## config.mk

```make
export PLATFORM = sky130hd
export DESIGN_NAME = tilt_shock_freefall_classifier
export DESIGN_NICKNAME = d
export VERILOG_FILES = /design/src/sv/tsfc_pkg.sv /design/src/sv/tsfc_decide.sv /design/src/sv/tilt_shock_freefall_classifier.sv
export SDC_FILE = /design/constraint.sdc
export NUM_CORES = 2
export LEC_CHECK = 0
export BUFFER_PORTS_ARGS = -buffer_cell sky130_fd_sc_hd__buf_4
export CAP_MARGIN = 20
export CELL_PAD_IN_SITES_DETAIL_PLACEMENT = 1
export CELL_PAD_IN_SITES_GLOBAL_PLACEMENT = 2
export CORE_MARGIN = 1
export CORE_UTILIZATION = 34
export CTS_CLUSTER_SIZE = 25
export DETAILED_ROUTE_END_ITERATION = 10
export HOLD_SLACK_MARGIN = 0.06
export PLACE_DENSITY_LB_ADDON = 0.1
export SLEW_MARGIN = 20
export SYNTH_ARGS = -nofsm -noshare
export SYNTH_HDL_FRONTEND = slang
export SYNTH_SLANG_ARGS = --single-unit
```

## constraint.sdc

```tcl
create_clock -name i_clk -period 15.3 [get_ports i_clk]
set_clock_uncertainty 0.1 [all_clocks]
set_input_delay 3.06 -clock i_clk [delete_from_list [all_inputs] [get_ports i_clk]]
set_output_delay 3.06 -clock i_clk [all_outputs]
set_load 0.02 [all_outputs]
```

## src/sv/tsfc_pkg.sv

```systemverilog
package tsfc_pkg;

    localparam int AXIS_BITS_DEF = 16;
    localparam int FIELD_W       = 16;
    localparam int LEVEL_W       = 14;
    localparam int HOLD_W        = 16;
    localparam int TIME_W        = 32;
    localparam int CODE_W        = 3;
    localparam int CFG_IDX_W     = 3;
    localparam int CFG_DATA_W    = 16;
    localparam int IN_DATA_W     = 80;
    localparam int OUT_DATA_W    = 8;

    localparam logic [LEVEL_W-1:0] FREE_FALL_RST = LEVEL_W'(77);
    localparam logic [LEVEL_W-1:0] SLAM_RST      = LEVEL_W'(768);
    localparam logic [LEVEL_W-1:0] BUMP_RST      = LEVEL_W'(384);
    localparam logic [LEVEL_W-1:0] TILT_RST      = LEVEL_W'(128);
    localparam logic [HOLD_W-1:0]  HOLD_RST      = HOLD_W'(1000);

    typedef enum logic [CFG_IDX_W-1:0] {
        CFG_FREE_FALL = 3'd0,
        CFG_SLAM      = 3'd1,
        CFG_BUMP      = 3'd2,
        CFG_TILT      = 3'd3,
        CFG_HOLD      = 3'd4
    } t_cfg_idx;

    typedef enum logic [CODE_W-1:0] {
        EV_NONE   = 3'd0,
        EV_BUMP   = 3'd1,
        EV_WARN   = 3'd2,
        EV_TILT   = 3'd3,
        EV_SLAM   = 3'd4,
        EV_FALL   = 3'd5,
        EV_STABLE = 3'd6
    } t_event;

    typedef struct packed {
        logic [LEVEL_W-1:0] free_fall_level;
        logic [LEVEL_W-1:0] slam_level;
        logic [LEVEL_W-1:0] bump_level;
        logic [LEVEL_W-1:0] tilt_level;
        logic [HOLD_W-1:0]  tilt_hold_ms;
    } t_cfg;

    typedef struct packed {
        logic start;
        logic clear;
    } t_warn_upd;

endpackage

```

## src/sv/tsfc_decide.sv

```systemverilog
module tsfc_decide
    import tsfc_pkg::*;
#(
    parameter int AXIS_BITS = AXIS_BITS_DEF
) (
    input  logic [AXIS_BITS-1:0] i_x,
    input  logic [AXIS_BITS-1:0] i_y,
    input  logic [AXIS_BITS-1:0] i_z,
    input  logic [TIME_W-1:0]    i_now,
    input  t_cfg                 i_cfg,
    input  logic                 i_warn_active,
    input  logic [TIME_W-1:0]    i_warn_start,
    output t_event               o_code,
    output t_warn_upd            o_upd
);

    localparam int SQ_W  = 2 * AXIS_BITS;
    localparam int MAG_W = SQ_W + 2;
    localparam int FF_W  = 2 * LEVEL_W;
    localparam int CMP_W = (MAG_W > FF_W) ? MAG_W : FF_W;
    localparam int VAL_W = ((AXIS_BITS > LEVEL_W) ? AXIS_BITS : LEVEL_W) + 1;

    logic signed [AXIS_BITS-1:0] ax, ay, az;
    logic signed [SQ_W-1:0]      sq_x, sq_y, sq_z;
    logic [MAG_W-1:0]            mag2;
    logic [FF_W-1:0]             ff2;
    logic                        is_fall;
    logic [AXIS_BITS-1:0]        vert;
    logic signed [AXIS_BITS-1:0] lat;
    logic signed [VAL_W-1:0]     vert_e, lat_e, slam_e, bump_e, tilt_e;
    logic [TIME_W-1:0]           elapsed;

    assign ax = signed'(i_x);
    assign ay = signed'(i_y);
    assign az = signed'(i_z);

    assign sq_x = ax * ax;
    assign sq_y = ay * ay;
    assign sq_z = az * az;
    assign mag2 = {2'b00, sq_x} + {2'b00, sq_y} + {2'b00, sq_z};
    assign ff2  = i_cfg.free_fall_level * i_cfg.free_fall_level;
    assign is_fall = CMP_W'(mag2) < CMP_W'(ff2);

    assign vert = i_z[AXIS_BITS-1] ? (~i_z + 1'b1) : i_z;
    assign lat  = (ax > ay) ? ax : ay;

    assign vert_e = signed'(VAL_W'(vert));
    assign lat_e  = VAL_W'(lat);
    assign slam_e = signed'(VAL_W'(i_cfg.slam_level));
    assign bump_e = signed'(VAL_W'(i_cfg.bump_level));
    assign tilt_e = signed'(VAL_W'(i_cfg.tilt_level));

    assign elapsed = i_now - i_warn_start;

    always_comb begin
        o_code      = EV_NONE;
        o_upd.start = 1'b0;
        o_upd.clear = 1'b0;
        priority if (is_fall) begin
            o_code      = EV_FALL;
            o_upd.clear = 1'b1;
        end else if (vert_e > slam_e || lat_e > slam_e) begin
            o_code      = EV_SLAM;
            o_upd.clear = 1'b1;
        end else if (vert_e > bump_e || lat_e > bump_e) begin
            o_code = EV_BUMP;
        end else if (lat_e > tilt_e) begin
            if (!i_warn_active) begin
                o_code      = EV_WARN;
                o_upd.start = 1'b1;
            end else if (elapsed >= TIME_W'(i_cfg.tilt_hold_ms)) begin
                o_code      = EV_TILT;
                o_upd.clear = 1'b1;
            end
        end else if (i_warn_active) begin
            o_code      = EV_STABLE;
            o_upd.clear = 1'b1;
        end else begin
            o_code = EV_NONE;
        end
    end

endmodule

```

## src/sv/tilt_shock_freefall_classifier.sv

```systemverilog
// throughput: one word per cycle unless m_axis_tready holds the output back,
// one input register and one result register
// with the tilt warning state updated in the same cycle as the result
// reset: synchronous active-low i_rst_n clears both stages and the warning state
// and restores the default thresholds and hold time
module tilt_shock_freefall_classifier
    import tsfc_pkg::*;
#(
    parameter int AXIS_BITS = AXIS_BITS_DEF
) (
    input  logic                  i_clk,
    input  logic                  i_rst_n,
    input  logic                  i_cfg_we,
    input  logic [CFG_IDX_W-1:0]  i_cfg_idx,
    input  logic [CFG_DATA_W-1:0] i_cfg_wdata,
    input  logic                  s_axis_tvalid,
    output logic                  s_axis_tready,
    // accel_x [15:0], accel_y [31:16], accel_z [47:32], now_ms [79:48]
    input  logic [IN_DATA_W-1:0]  s_axis_tdata,
    output logic                  m_axis_tvalid,
    input  logic                  m_axis_tready,
    // event_code [2:0], zero fill [7:3]
    output logic [OUT_DATA_W-1:0] m_axis_tdata
);

    t_cfg                 r_cfg;
    logic                 r_in_valid;
    logic [AXIS_BITS-1:0] r_x, r_y, r_z;
    logic [TIME_W-1:0]    r_now;
    logic                 r_out_valid;
    t_event               r_code;
    logic                 r_warn_active;
    logic [TIME_W-1:0]    r_warn_start;

    logic                 in_acc;
    logic                 advance;
    t_event               n_code;
    t_warn_upd            upd;

    assign advance       = r_in_valid && (!r_out_valid || m_axis_tready);
    assign s_axis_tready = !r_in_valid || !r_out_valid || m_axis_tready;
    assign in_acc        = s_axis_tvalid && s_axis_tready;

    always_ff @(posedge i_clk) begin
        if (!i_rst_n) begin
            r_cfg.free_fall_level <= FREE_FALL_RST;
            r_cfg.slam_level      <= SLAM_RST;
            r_cfg.bump_level      <= BUMP_RST;
            r_cfg.tilt_level      <= TILT_RST;
            r_cfg.tilt_hold_ms    <= HOLD_RST;
        end else if (i_cfg_we) begin
            case (i_cfg_idx)
                CFG_FREE_FALL: r_cfg.free_fall_level <= i_cfg_wdata[LEVEL_W-1:0];
                CFG_SLAM:      r_cfg.slam_level      <= i_cfg_wdata[LEVEL_W-1:0];
                CFG_BUMP:      r_cfg.bump_level      <= i_cfg_wdata[LEVEL_W-1:0];
                CFG_TILT:      r_cfg.tilt_level      <= i_cfg_wdata[LEVEL_W-1:0];
                CFG_HOLD:      r_cfg.tilt_hold_ms    <= i_cfg_wdata[HOLD_W-1:0];
                default: ;
            endcase
        end
    end

    always_ff @(posedge i_clk) begin
        if (!i_rst_n) begin
            r_in_valid <= 1'b0;
        end else if (in_acc) begin
            r_in_valid <= 1'b1;
        end else if (advance) begin
            r_in_valid <= 1'b0;
        end
    end

    always_ff @(posedge i_clk) begin
        if (in_acc) begin
            r_x   <= s_axis_tdata[AXIS_BITS-1:0];
            r_y   <= s_axis_tdata[FIELD_W+AXIS_BITS-1:FIELD_W];
            r_z   <= s_axis_tdata[2*FIELD_W+AXIS_BITS-1:2*FIELD_W];
            r_now <= s_axis_tdata[3*FIELD_W+TIME_W-1:3*FIELD_W];
        end
    end

    tsfc_decide #(
        .AXIS_BITS(AXIS_BITS)
    ) u_decide (
        .i_x          (r_x),
        .i_y          (r_y),
        .i_z          (r_z),
        .i_now        (r_now),
        .i_cfg        (r_cfg),
        .i_warn_active(r_warn_active),
        .i_warn_start (r_warn_start),
        .o_code       (n_code),
        .o_upd        (upd)
    );

    always_ff @(posedge i_clk) begin
        if (!i_rst_n) begin
            r_warn_active <= 1'b0;
            r_warn_start  <= '0;
        end else if (advance) begin
            if (upd.start) begin
                r_warn_active <= 1'b1;
                r_warn_start  <= r_now;
            end else if (upd.clear) begin
                r_warn_active <= 1'b0;
            end
        end
    end

    always_ff @(posedge i_clk) begin
        if (!i_rst_n) begin
            r_out_valid <= 1'b0;
        end else if (advance) begin
            r_out_valid <= 1'b1;
        end else if (m_axis_tready) begin
            r_out_valid <= 1'b0;
        end
    end

    always_ff @(posedge i_clk) begin
        if (advance) begin
            r_code <= n_code;
        end
    end

    assign m_axis_tvalid = r_out_valid;
    assign m_axis_tdata  = {{(OUT_DATA_W-CODE_W){1'b0}}, r_code};

endmodule
```

==> metrics.txt <==
die width=373 um; commonest non-fill, non-tap cell in the layout=inv_1; Num CTS Buffers=17; Worst path slowest cell=o41ai_1; crit path launch=r_y[10]$_DFFE_PP_; largest net degree at the start of global routing=82; RSZ-0062 raised after global routing=no; worst r2r src=r_y[10]$_DFFE_PP_; Reg2Reg Setup Slack=2.37 ns; status=finished, final reports clean; CP endpoint=r_warn_start[14]$_SDFFE_PN0P_; GR Overflow Total=0; Detailed Routing Iterations Pass 1=4; layout cells sized above 1=roughly 4.7%; Area Growth Syn to Fin=7.64%; WP data arrival=13.23 ns; warnings from Yosys=0; clock sinks=between 150 and 200; setup repair bufs after CTS=0; number of distinct library cells after synthesis=81; Rel. slew slack=28.4%; Hold Violations, Final=0; Std-Cell Rows=135; hold_ws=roughly 0.36 ns; storage element area=4630 sq um; FF-to-FF path depth=48; # nets final=6,812; WS Path Type=register to register; Finished Layout Cells=7,093; Bufs on Longest Clock Path=2; worst path required time=15.60 ns; GRT Total Usage=a little over a fifth; Multi-input gate area=36,900 sq um; reg-to-reg endpoint=r_warn_start[14]$_SDFFE_PN0P_; # hold bufs at CTS=0; first-pass GRT wire length=229,000 um; Mapped Avg Cell Area=8.90 sq um; drt drc=0; most frequent cells in the layout=inv_1, fa_1, ha_1; placed inst area=49,600 sq um; DIE AREA=139,000 sq um; number of synthesized flops with an enable pin=83; DRT iter0 DRCs=1,363; Max Freq=77.3 MHz; clk_lat worst skew=0.55 ns; post-synthesis sequential area ratio=9.92%; number of max-cap violations=0; type of origin of the critical path=register; final setup fails=0; WL/cell=20.4 um; Placed Instances=7,061; Worst-Margin Slew=1.07 ns; #FFs+latches synth=190; routed vias/inst=4.87; largest area contributor in the netlist=fa_1; GPL Wtd Cong=0.849; vias in the first global route=38,416; post-synth top area share=35.5%; I/O pin count=around 110; Post-Syn Area=46,700 sq um; post-route cell area=a little over 50,000 sq um; Period minus WS final=12.93 ns; initial antenna violation count=6; diode count=0; Filler Cell Count=16,016; most used cell, CP=fa_1; vias=roughly 35,000; Routed Antenna Nets=0; largest stage delay on the critical path=0.77 ns; fin. max-slew vios=0; TritonCTS clock tree=done; Detailed Route WL=~140,000 um; hpwl dp=approximately 120,000 um; post-synthesis instance total=5,244; IO buf count=108; TNS Setup=0 ns; htree depth=4; Hold WC Path Type=register to register; Synth area leaders=fa_1, ha_1, inv_1; post-synthesis async set-or-reset flop share=0%; Resized Gates After CTS=0; Root Buffer=clkbuf_16; worst-path fanout max=32; period utilisation layout=approximately 85%; crit path capture type=register; Main synth FF type=dfxtp_1; Starting Density=34.4%; Die Height=373 um; clk slew on worst S/H paths=about 0.090 ns; Core Area=136,000 sq um
## area by class of cell
class | count | share of cell area (%)
multi-input cells | 3691 | 73.4
inverters | 1240 | 9.26
flip-flops and latches | 190 | 9.22
well taps | 1781 | 4.43
repair buffers | 159 | 2.37
clock buffers | 17 | 0.846
clock inverters | 15 | 0.446
## metal layers
layer  routed length [um]  global-route usage [%]
met1                69800                    30.6
met2                69400                    36.6
met3                 2650                    1.80
met4                 2720                    4.41
met5                    0                       0
## critical path: cells and delay by family, from the launching register on
kind,cells,cell delay [ns]
buffers and inverters,6,0.97
AO/OA/AOI/OAI,18,4.60
multiplexers,1,0.19
adder cells (fa/ha/maj),10,4.06
AND/OR/NAND/NOR,10,1.66
flip-flops,1,0.72
XOR/XNOR,3,0.45
## how the worst min path moves through the flow
stage | slack [ns] | start | cells after the start | end
after detailed placement | 0.35 | r_warn_start[10]$_SDFFE_PN0P_ | 2 | r_warn_start[10]$_SDFFE_PN0P_
after global routing | 0.38 | r_warn_start[3]$_SDFFE_PN0P_ | 2 | r_warn_start[3]$_SDFFE_PN0P_
after floorplan | 0.33 | r_warn_start[10]$_SDFFE_PN0P_ | 2 | r_warn_start[10]$_SDFFE_PN0P_
after global placement | 0.34 | r_warn_start[27]$_SDFFE_PN0P_ | 2 | r_warn_start[27]$_SDFFE_PN0P_
after CTS | 0.36 | r_cfg[18]$_SDFFE_PN0P_ | 2 | r_cfg[18]$_SDFFE_PN0P_
final | 0.36 | r_warn_start[20]$_SDFFE_PN0P_ | 2 | r_warn_start[20]$_SDFFE_PN0P_
## metrics by stage
step,util (%),worst slack (ns)
2_1_floorplan,-,4.31
4_1_cts,37.0,2.43
5_1_grt,37.0,1.70
3_5_place_dp,36.5,2.47
6_report,37.0,2.37
3_3_place_gp,36.5,2.64
## cells by family after synthesis
logic type,after synthesis,synth area share [%]
adders and majority gates,1409,51.0
buffers and inverters,1367,11.1
and+or+nand+nor,1251,12.3
AOI/OAI and AO/OA,738,10.1
xor gates and xnor gates,243,4.56
DFF,190,9.92
muxes,45,0.991
other,1,0.00803
## cell usage after synthesis, types with 6 or more instances
cell type and number:
mux2_2 10, or2_2 19, a21oi_1 247, fa_1 827
a31oi_1 17, nor3_1 51, xnor2_1 182, nand2_1 555
nand3_1 46, edfxtp_1 83, and2_1 123, or3_1 13
a211oi_1 17, nand4_1 35, a31o_2 10, o21bai_1 25
nor2b_1 47, clkbuf_1 114, xor2_1 61, o31ai_1 18
o211ai_1 36, o21ai_0 121, a2111oi_0 11, clkinv_1 9
nor2_1 261, ha_1 582, o41ai_1 6, and3_1 25
dfxtp_1 107, mux2i_1 35, inv_1 1226, o21ai_1 20
o21a_1 45, and4_1 10, a21o_1 100, nand2b_1 43
## state kept, by name, summed over array words and instances, names as in the netlist
signal         cells
m_axis_tvalid      1
r_cfg             72
r_code             3
r_in_valid         1
r_now             32
r_warn_active      1
r_warn_start      32
r_x               16
r_y               16
r_z               16
Power is left out: the tool's default activity adds up to more than one toggle a clock period on the data nets, which glitch-free logic cannot reach.
